## src/design/ale_pkg.sv

```systemverilog
package ale_pkg;

	// Store depth used when the top level is not told otherwise
	localparam int DEPTH_DEF = 16;

	// Capacity after reset
	localparam logic [4:0] CAP_RESET = 5'd16;

	// Configuration register indexes
	localparam logic REG_CAPACITY = 1'b0;

	// Word that fills a free slot of the store
	localparam logic [31:0] EMPTY_WORD = 32'hFFFF_FFFF;

	typedef enum logic [2:0] {
		ACT_APPEND  = 3'd0,
		ACT_INSERT  = 3'd1,
		ACT_DEL_AT  = 3'd2,
		ACT_DEL_VAL = 3'd3,
		ACT_FIND    = 3'd4,
		ACT_READ    = 3'd5,
		ACT_CLEAR   = 3'd6,
		ACT_NOP     = 3'd7
	} action_t;

	typedef enum logic [1:0] {
		ST_OK        = 2'd0,
		ST_FULL      = 2'd1,
		ST_NOT_FOUND = 2'd2,
		ST_RANGE     = 2'd3
	} status_t;

	typedef struct packed {
		action_t            action;
		logic signed [31:0] value;
		logic [3:0]         position;
	} req_t;

	typedef struct packed {
		status_t            status;
		logic [3:0]         found_position;
		logic signed [31:0] read_word;
		logic [4:0]         count;
	} rsp_t;

endpackage

```

## src/design/ale_ram.sv

```systemverilog
module ale_ram #(
	parameter int WIDTH = 32,
	parameter int DEPTH = 16
) (
	input  logic                                       clk,
	input  logic                                       wr_en,
	input  logic [((DEPTH > 1) ? $clog2(DEPTH) : 1)-1:0] wr_addr,
	input  logic [WIDTH-1:0]                           wr_data,
	input  logic                                       rd_en,
	input  logic [((DEPTH > 1) ? $clog2(DEPTH) : 1)-1:0] rd_addr,
	output logic [WIDTH-1:0]                           rd_data
);

	logic [WIDTH-1:0] mem [DEPTH];

	// Write port
	always_ff @(posedge clk) begin
		if (wr_en) begin
			mem[wr_addr] <= wr_data;
		end
	end

	// Registered read port
	always_ff @(posedge clk) begin
		if (rd_en) begin
			rd_data <= mem[rd_addr];
		end
	end

endmodule

```

## src/design/array_list_engine.sv

```systemverilog
// Clear, no-op and any refused request go straight to the response; append
// writes the entry and read reads the store; insert shifts the tail up first
// unless at the end, delete at shifts it down first unless at the last entry,
// and find and delete value scan from the head first. Throughput: one request
// at a time; the store read port walks one entry per cycle.
// Reset: fill count 0, capacity 16, response empty; no clearing pass, since
// only entries below the fill count are ever read.
module array_list_engine #(
	parameter int DEPTH = ale_pkg::DEPTH_DEF
) (
	input  logic          clk,
	input  logic          arst_n,
	// request channel
	input  logic          req_valid,
	output logic          req_ready,
	input  ale_pkg::req_t req,
	// response channel
	output logic          rsp_valid,
	input  logic          rsp_ready,
	output ale_pkg::rsp_t rsp,
	// configuration port
	input  logic          psel,
	input  logic          penable,
	input  logic          pwrite,
	input  logic [2:0]    paddr,
	input  logic [31:0]   pwdata,
	output logic [31:0]   prdata,
	output logic          pready
);

	localparam int AW = (DEPTH > 1) ? $clog2(DEPTH) : 1;
	localparam int CW = $clog2(DEPTH + 1);
	localparam int XW = (CW > 4) ? CW : 4;
	localparam int YW = (CW > 5) ? CW : 5;

	typedef enum logic [3:0] {
		S_IDLE,
		S_SCAN,
		S_UP,
		S_DN,
		S_PUT,
		S_TAIL,
		S_RD,
		S_RDW,
		S_DONE
	} state_t;

	state_t             state_q;
	ale_pkg::action_t   act_q;
	logic signed [31:0] val_q;
	logic [AW-1:0]      pos_q;
	logic [AW-1:0]      idx_q;
	logic               more_q;
	logic               pend_s1;
	logic [AW-1:0]      ix_s1;
	logic [AW-1:0]      wa_s1;
	logic [CW-1:0]      fc_q;
	logic [4:0]         cap_q;
	ale_pkg::status_t   st_q;
	logic [3:0]         found_q;
	logic [31:0]        rdw_q;
	logic               rsp_valid_q;
	ale_pkg::rsp_t      rsp_q;

	logic               ram_wr_en;
	logic [AW-1:0]      ram_wr_addr;
	logic [31:0]        ram_wr_data;
	logic               ram_rd_en;
	logic [31:0]        ram_rd_data;

	logic [CW-1:0]      fc_m1;
	logic [AW-1:0]      last_idx;
	logic [XW-1:0]      pos_x;
	logic [XW-1:0]      fc_x;
	logic               full;
	logic               hit;
	logic               cfg_wr;

	// Decode limits and positions
	assign fc_m1    = fc_q - CW'(1);
	assign last_idx = AW'(fc_m1);
	assign pos_x    = XW'(req.position);
	assign fc_x     = XW'(fc_q);
	assign full     = (fc_q == CW'(DEPTH)) || (YW'(fc_q) >= YW'(cap_q));
	assign hit      = (state_q == S_SCAN) && pend_s1 && (ram_rd_data == val_q);

	// Configuration port
	assign pready = 1'b1;
	assign cfg_wr = psel && penable && pwrite && pready;
	assign prdata = (paddr[2] == ale_pkg::REG_CAPACITY) ? 32'(cap_q) : '0;

	// Handshake and response
	assign req_ready = (state_q == S_IDLE);
	assign rsp_valid = rsp_valid_q;
	assign rsp       = rsp_q;

	// Drive the store ports from the sequencer
	always_comb begin
		ram_rd_en   = 1'b0;
		ram_wr_en   = 1'b0;
		ram_wr_addr = wa_s1;
		ram_wr_data = ram_rd_data;
		unique case (state_q)
			S_SCAN: begin
				ram_rd_en = more_q;
			end
			S_UP, S_DN: begin
				ram_rd_en = more_q;
				ram_wr_en = pend_s1;
			end
			S_PUT: begin
				ram_wr_en   = 1'b1;
				ram_wr_addr = pos_q;
				ram_wr_data = val_q;
			end
			S_TAIL: begin
				ram_wr_en   = 1'b1;
				ram_wr_addr = last_idx;
				ram_wr_data = ale_pkg::EMPTY_WORD;
			end
			S_RD: begin
				ram_rd_en = 1'b1;
			end
			default: begin
				ram_rd_en = 1'b0;
			end
		endcase
	end

	ale_ram #(
		.WIDTH (32),
		.DEPTH (DEPTH)
	) u_store (
		.clk     (clk),
		.wr_en   (ram_wr_en),
		.wr_addr (ram_wr_addr),
		.wr_data (ram_wr_data),
		.rd_en   (ram_rd_en),
		.rd_addr (idx_q),
		.rd_data (ram_rd_data)
	);

	// Sequencer, fill count, capacity and response register
	always_ff @(posedge clk or negedge arst_n) begin
		if (!arst_n) begin
			state_q     <= S_IDLE;
			act_q       <= ale_pkg::ACT_NOP;
			val_q       <= '0;
			pos_q       <= '0;
			idx_q       <= '0;
			more_q      <= 1'b0;
			pend_s1     <= 1'b0;
			ix_s1       <= '0;
			wa_s1       <= '0;
			fc_q        <= '0;
			cap_q       <= ale_pkg::CAP_RESET;
			st_q        <= ale_pkg::ST_OK;
			found_q     <= '0;
			rdw_q       <= '0;
			rsp_valid_q <= 1'b0;
			rsp_q       <= '0;
		end else begin
			// drop the response word once taken, unless a new one replaces it
			if (rsp_valid_q && rsp_ready && state_q != S_DONE) begin
				rsp_valid_q <= 1'b0;
			end
			if (cfg_wr && paddr[2] == ale_pkg::REG_CAPACITY) begin
				cap_q <= pwdata[4:0];
			end
			unique case (state_q)
				S_IDLE: begin
					if (req_valid) begin
						act_q   <= req.action;
						val_q   <= req.value;
						st_q    <= ale_pkg::ST_OK;
						found_q <= '0;
						rdw_q   <= '0;
						pend_s1 <= 1'b0;
						state_q <= S_DONE;
						unique case (req.action)
							ale_pkg::ACT_APPEND: begin
								if (full) begin
									st_q <= ale_pkg::ST_FULL;
								end else begin
									pos_q   <= AW'(fc_q);
									state_q <= S_PUT;
								end
							end
							ale_pkg::ACT_INSERT: begin
								if (pos_x > fc_x) begin
									st_q <= ale_pkg::ST_RANGE;
								end else if (full) begin
									st_q <= ale_pkg::ST_FULL;
								end else if (pos_x == fc_x) begin
									pos_q   <= AW'(fc_q);
									state_q <= S_PUT;
								end else begin
									pos_q   <= AW'(req.position);
									idx_q   <= last_idx;
									more_q  <= 1'b1;
									state_q <= S_UP;
								end
							end
							ale_pkg::ACT_DEL_AT: begin
								if (pos_x >= fc_x) begin
									st_q <= ale_pkg::ST_RANGE;
								end else if (pos_x == XW'(fc_m1)) begin
									state_q <= S_TAIL;
								end else begin
									idx_q   <= AW'(req.position) + AW'(1);
									more_q  <= 1'b1;
									state_q <= S_DN;
								end
							end
							ale_pkg::ACT_DEL_VAL, ale_pkg::ACT_FIND: begin
								if (fc_q == '0) begin
									st_q <= ale_pkg::ST_NOT_FOUND;
								end else begin
									idx_q   <= '0;
									more_q  <= 1'b1;
									state_q <= S_SCAN;
								end
							end
							ale_pkg::ACT_READ: begin
								if (pos_x >= fc_x) begin
									st_q <= ale_pkg::ST_RANGE;
								end else begin
									idx_q   <= AW'(req.position);
									state_q <= S_RD;
								end
							end
							ale_pkg::ACT_CLEAR: begin
								fc_q <= '0;
							end
							default: begin
								st_q <= ale_pkg::ST_OK;
							end
						endcase
					end
				end
				// walk the list from the head, compare one entry behind the read
				S_SCAN: begin
					pend_s1 <= more_q;
					ix_s1   <= idx_q;
					if (more_q) begin
						if (idx_q == last_idx) begin
							more_q <= 1'b0;
						end else begin
							idx_q <= idx_q + AW'(1);
						end
					end
					if (hit) begin
						more_q  <= 1'b0;
						pend_s1 <= 1'b0;
						if (act_q == ale_pkg::ACT_FIND) begin
							found_q <= 4'(ix_s1);
							state_q <= S_DONE;
						end else if (ix_s1 == last_idx) begin
							state_q <= S_TAIL;
						end else begin
							idx_q   <= ix_s1 + AW'(1);
							more_q  <= 1'b1;
							state_q <= S_DN;
						end
					end else if (!more_q && !pend_s1) begin
						st_q    <= ale_pkg::ST_NOT_FOUND;
						state_q <= S_DONE;
					end
				end
				// shift the tail up one place, last entry first
				S_UP: begin
					pend_s1 <= more_q;
					wa_s1   <= idx_q + AW'(1);
					if (more_q) begin
						if (idx_q == pos_q) begin
							more_q <= 1'b0;
						end else begin
							idx_q <= idx_q - AW'(1);
						end
					end
					if (!more_q && !pend_s1) begin
						state_q <= S_PUT;
					end
				end
				// shift the tail down one place, first entry first
				S_DN: begin
					pend_s1 <= more_q;
					wa_s1   <= idx_q - AW'(1);
					if (more_q) begin
						if (idx_q == last_idx) begin
							more_q <= 1'b0;
						end else begin
							idx_q <= idx_q + AW'(1);
						end
					end
					if (!more_q && !pend_s1) begin
						state_q <= S_TAIL;
					end
				end
				S_PUT: begin
					fc_q    <= fc_q + CW'(1);
					state_q <= S_DONE;
				end
				S_TAIL: begin
					fc_q    <= fc_m1;
					state_q <= S_DONE;
				end
				S_RD: begin
					state_q <= S_RDW;
				end
				S_RDW: begin
					rdw_q   <= ram_rd_data;
					state_q <= S_DONE;
				end
				S_DONE: begin
					// hold the result until the response register frees up
					if (!rsp_valid_q || rsp_ready) begin
						rsp_valid_q          <= 1'b1;
						rsp_q.status         <= st_q;
						rsp_q.found_position <= found_q;
						rsp_q.read_word      <= rdw_q;
						rsp_q.count          <= 5'(fc_q);
						state_q              <= S_IDLE;
					end
				end
				default: begin
					state_q <= S_IDLE;
				end
			endcase
		end
	end

`ifndef SYNTH
	a_fill_bound: assert property (@(posedge clk) disable iff (!arst_n)
		fc_q <= CW'(DEPTH))
		else $error("fill count beyond store depth");

	a_no_port_clash: assert property (@(posedge clk) disable iff (!arst_n)
		(ram_wr_en && ram_rd_en) |-> (ram_wr_addr != idx_q))
		else $error("store read and write hit the same entry");

	a_busy_after_accept: assert property (@(posedge clk) disable iff (!arst_n)
		(req_valid && req_ready) |=> !req_ready)
		else $error("request taken while previous one still in work");
`endif

endmodule

```

## config.mk

```make
export PLATFORM = sky130hd
export DESIGN_NAME = array_list_engine
export DESIGN_NICKNAME = d
export VERILOG_FILES = /design/src/design/ale_pkg.sv /design/src/design/ale_ram.sv /design/src/design/array_list_engine.sv
export SDC_FILE = /design/constraint.sdc
export NUM_CORES = 1
export LEC_CHECK = 0
export ABC_AREA = 1
export ABC_CLOCK_PERIOD_IN_PS = 7200
export BUFFER_PORTS_ARGS = -buffer_cell sky130_fd_sc_hd__buf_2
export CAP_MARGIN = 20
export CORE_MARGIN = 2
export CORE_UTILIZATION = 50
export CTS_CLUSTER_SIZE = 10
export DETAILED_ROUTE_END_ITERATION = 10
export GPL_TIMING_DRIVEN = 0
export MAX_ROUTING_LAYER = met4
export PLACE_DENSITY = 0.63
export REMOVE_ABC_BUFFERS = 1
export SYNTH_ARGS = -nofsm -noshare
export SYNTH_HDL_FRONTEND = slang
export SYNTH_SLANG_ARGS = --single-unit
```

## constraint.sdc

```tcl
create_clock -name clk -period 7.2 [get_ports clk]
set_clock_uncertainty 0.05 [all_clocks]
set_input_delay 1.8 -clock clk [delete_from_list [all_inputs] [get_ports clk]]
set_output_delay 1.8 -clock clk [all_outputs]
set_load 0.05 [all_outputs]
```

After elaboration in Yosys (flattened, before gate mapping):

Memory sizes are Yosys's and may differ from the RTL's. A register that Yosys moved wholly into a read port is not among the register bits.
Index checks and enable logic that the tools add are counted.

* register bits: 149
* bits in writable memories: 512
* input port bits: 81
* output and inout port bits: 78
* word-level logic and storage cells: 205
* memories: 1

Memories
* u_store.mem: depth 16, bits a word 32, read ports 1, clocked after memory_dff 1, write ports 1, line ale_ram.sv:14 `logic [WIDTH-1:0] mem [DEPTH];`

* add/subtract/negate cells: 6
* magnitude comparators: 3
* equal/unequal tests: 47
* mux-type cells: 88
* bitwise gates (word level): 1
* reduce and logical (&&, ||, !) cells: 40

Operator list (count)
* $mux W4: 35
* $pmux W32 S2: 2
* $eq A32 B32 Y1: 1
* $mux W32: 1
* $pmux W4 S2: 4
* $pmux W4 S4: 2
* $pmux W4 S7: 1
* $mux W1: 22
* $ne A2 B2 Y1 const B: 11
* $ne A3 B3 Y1 const B: 7
* $pmux W4 S5: 1
* $eq A4 B3 Y1 const B: 4
* $mux W5: 3
* $pmux W5 S3: 1
* $add A4 B1 Y4 const B: 3
* $eq A3 B3 Y1 const B: 4
* $eq A4 B4 Y1: 3
* $mux W2: 6
* $reduce_and A12 Y1: 1
* $eq A4 B5 Y1: 2
* $mux W3: 3
* $reduce_and A9 Y1: 1
* $eq A4 B2 Y1 const B: 2
* $logic_and A1 B1 Y1: 8
* other kinds (37): 57

Longest topological paths before layout:

* depth in word-level cells: 8
* depth in mapped cells: 19
* mapped depth without buffers: 18

Cells and area by module:

A second synthesis with hierarchy kept.

* cells, all modules: 3249
* area, all modules: 31442.7 um2

Modules (own cells, without submodules)
* ale_ram: instances 1, cells each 2120, area an instance 23050.9 um2, seq. area each 16335.7 um2
* array_list_engine: instances 1, cells each 1129, area an instance 8391.8 um2, seq. area each 3733.6 um2

Worst setup path before layout:

Ideal clock, no wire load.

* kind: input to output
* from: in paddr[2]
* to: out prdata[0]
* data arrival time: 2454 ps
* required time: 5350 ps
* slack: 2896 ps
* cell stages on the path: 1
* path buffers: 0
* cell sequence: nor2_1

* cells in the longest elaborated chain, start to end: 1

Ends and longest elaborated chain
* from (decl): line array_list_engine.sv:25 `input logic [2:0] paddr,`
* $mux W5: line array_list_engine.sv:90 `assign prdata = (paddr[2] == ale_pkg::REG_CAPACITY) ? 32'(cap_q) : '0;`
* to (decl): line array_list_engine.sv:27 `output logic [31:0] prdata,`

No other way between the ends.

Worst setup path in the final report:

* from: in paddr[2]
* to: out prdata[2]

Same word-level chain as after synthesis.

==> flow_metrics.env <==
export IMPL_drtIter0Drc=2414
export IMPL_yosys_area_top_type_share_pct=55.44
export IMPL_leakage_nw=12.76
export IMPL_ys_flop_type="edfxtp_1"
export IMPL_grt_pass1_vias=20670
export IMPL_routedWlPerCell_um=23.27
export IMPL_drive_gt1_share_pct=10.39
export IMPL_ys_seq_elements=693
export IMPL_ff_latch_area_sq_mm=0.02008
export IMPL_vias_per_cell=5.858
export IMPL_track_usage_pct=28.65
export IMPL_synth_area_per_cell_sq_um=10.86
export IMPL_synth_area_leaders="edfxtp_1, dfrtp_1, o21ai_0, nor2_1, nand2_1"
export IMPL_finalSetupTns_ns=0
export IMPL_syn_inst=2712
export IMPL_nFillCells=4750
export IMPL_synth_distinct_cells=45
export IMPL_io_pins=159
export IMPL_grt_max_degree=140
export IMPL_cts_buffers=80
export IMPL_overflow=0
export IMPL_vias=21220
export IMPL_crit_required_ns=5.35
export IMPL_finalCritPeriodShare_pct=57.99
export IMPL_multi_input_area_sq_mm=0.008028
export IMPL_ys_seq_area_share_pct=68.12
export IMPL_synth_common_cells="edfxtp_1, nor2_1, o21ai_0"
export IMPL_final_nets=2890
export IMPL_synth_edff_count=544
export IMPL_ir_drop_mv=0.3126
export IMPL_clkSinkCount=693
export IMPL_cp_end_kind="output pin"
export IMPL_route_detailed_drc=0
export IMPL_syn_to_final_growth_pct=14.65
export IMPL_cts_tree="done"
export IMPL_clkLatencyLatePin_ns=0.62
export IMPL_max_cap_viol_count=0
export IMPL_die_y_um=246.7
export IMPL_syn_area_sq_mm=0.02946
export IMPL_path_clk_slew_ns=0.06
export IMPL_setup_violations=0
export IMPL_start_util_pct=50.78
export IMPL_cts_resized=0
export IMPL_diodes=0
export IMPL_cts_root_buf="clkbuf_16"
export IMPL_ys_warn_count=0
export IMPL_cts_buffer_depth=3
export IMPL_min_period_ns=4.175
export IMPL_worst_setup_path_type="input pin to output pin"
export IMPL_wl_um=84310
export IMPL_utilization_pct=58.21
export IMPL_synthArstFlopShare_pct=21.50
export IMPL_holdBufCountCts=0
export IMPL_antenna_found_initial=0
export IMPL_yosysMostFrequentCell="edfxtp_1"
export IMPL_start_kind="input pin"
export IMPL_tightest_slew_ns=1.177
export IMPL_rsz0062_at_grt="false"
export IMPL_die_area_sq_mm=0.06088
export IMPL_place_ws_ns=3.014
export IMPL_dieWidth_um=246.7
export IMPL_hold_viol=0
export IMPL_core_region_area_sq_mm=0.05803
export IMPL_final_max_slew_violation_count=0
export IMPL_power_density_mw_per_mm2=436.5
export IMPL_routabilityCongestion=0.9074
export IMPL_rows=88
export IMPL_cp_arrival_ns=2.32
export IMPL_hp_class="flip-flop to flip-flop"
export IMPL_hold_ws_ns=0.4269
export IMPL_setup_ws_ns=3.025
export IMPL_htree_levels=3
export IMPL_fmax_ghz=0.2395
export IMPL_post_cts_setup_buffers=0
export IMPL_grt_pass1_wl_um=126000
export IMPL_critical_path_max_fanout=6
export IMPL_status="completed"
export IMPL_port_buffers=101
export IMPL_first_pass_iters=6
export IMPL_ant_nets=0
export IMPL_post_dp_hpwl_um=50620
export IMPL_slew_headroom_pct=21.40
export IMPL_yosys_area_top_type="edfxtp_1"
## cell type report
| type | instances | share of cell area, % |
|---|---|---|
| repair buffers | 141 | 4.386 |
| clock buffers | 143 | 6.845 |
| flip-flops and latches | 693 | 59.45 |
| well taps | 765 | 2.834 |
| multi-input cells | 1647 | 23.77 |
| clock inverters | 4 | 0.1259 |
| inverters | 230 | 2.593 |
## logic make-up (layout without fill, tap and decap cells)
family | after synthesis | after routing | synth area share [%]
AOI/OAI and AO/OA | 700 | 700 | 13.13
xor gates and xnor gates | 19 | 19 | 0.5648
and+or+nand+nor | 879 | 879 | 11.81
other | 2 | 28 | 0.02549
DFF | 693 | 693 | 68.12
adders and majority gates | 16 | 16 | 0.6795
buffers and inverters | 398 | 518 | 5.491
muxes | 5 | 5 | 0.1911
## worst max-delay path, stage by stage
cell and delay [ns]:
buf_2 0.14, nor2_1 0.11, buf_2 0.27
## power breakdown
group	internal (mW)	total [mW]	switching [mW]
Sequential	5.37	5.75	0.380
Clock	2.16	3.70	1.54
Combinational	1.43	5.29	3.86
Total	8.96	14.7	5.79
## placed cells by master, fill, tap and decap left out, types with 44 or more instances in the layout
cell type,n
clkbuf_1,59
o21ai_0,386
dfrtp_1,141
o22ai_1,216
nand2_1,382
edfxtp_1,544
buf_2,100
inv_1,212
nor2_1,398
clkbuf_16,83
nand3_1,44
## metal layers
metal | global-route usage [%] | up-vias | wire length (um)
li1 | - | 9602 | -
met1 | 37.53 | 10500 | 34800
met2 | 45.22 | 939 | 40220
met3 | 3.842 | 178 | 5934
met4 | 12.23 | 0 | 3357
met5 | - | - | 0
## state kept, by name, summed over array words and instances, names as in the netlist
name / flops
wa_s1: 4
st_q: 2
rsp_valid: 1
act_q: 3
cap_q: 5
ix_s1: 4
state_q: 4
pos_q: 4
rsp: 43
found_q: 4
rdw_q: 32
more_q: 1
pend_s1: 1
idx_q: 4
val_q: 32
fc_q: 5
u_store.mem: 512
u_store.rd_data: 32
## stage by stage
step                cells  total power [mW]  area (sq um)
floorplan            2570             8.990         28810
global placement     3436             10.72         30270
detailed placement   3476             11.02         31420
CTS                  3623             14.72         33780
global route         3623             15.50         33780
finish               3623             14.74         33780
## final timing paths
path / startpoint / endpoint / slack [ns] / cells past startpoint
worst max register to register: state_q[0]$_DFFE_PN0P_ / u_store.mem[0][13]$_DFFE_PP_ / 3.15 / 10
worst min register to register: rsp[6]$_DFFE_PN0P_ / rsp[6]$_DFFE_PN0P_ / 0.43 / 2
max in group asynchronous: arst_n / rsp[23]$_DFFE_PN0P_ / 5.16 / 2
worst min-delay path: rsp[6]$_DFFE_PN0P_ / rsp[6]$_DFFE_PN0P_ / 0.43 / 2
worst max-delay path: paddr[2] / prdata[2] / 3.03 / 3
min in group asynchronous: arst_n / rsp[25]$_DFFE_PN0P_ / 1.02 / 1
(Power assumes the default switching activity.)
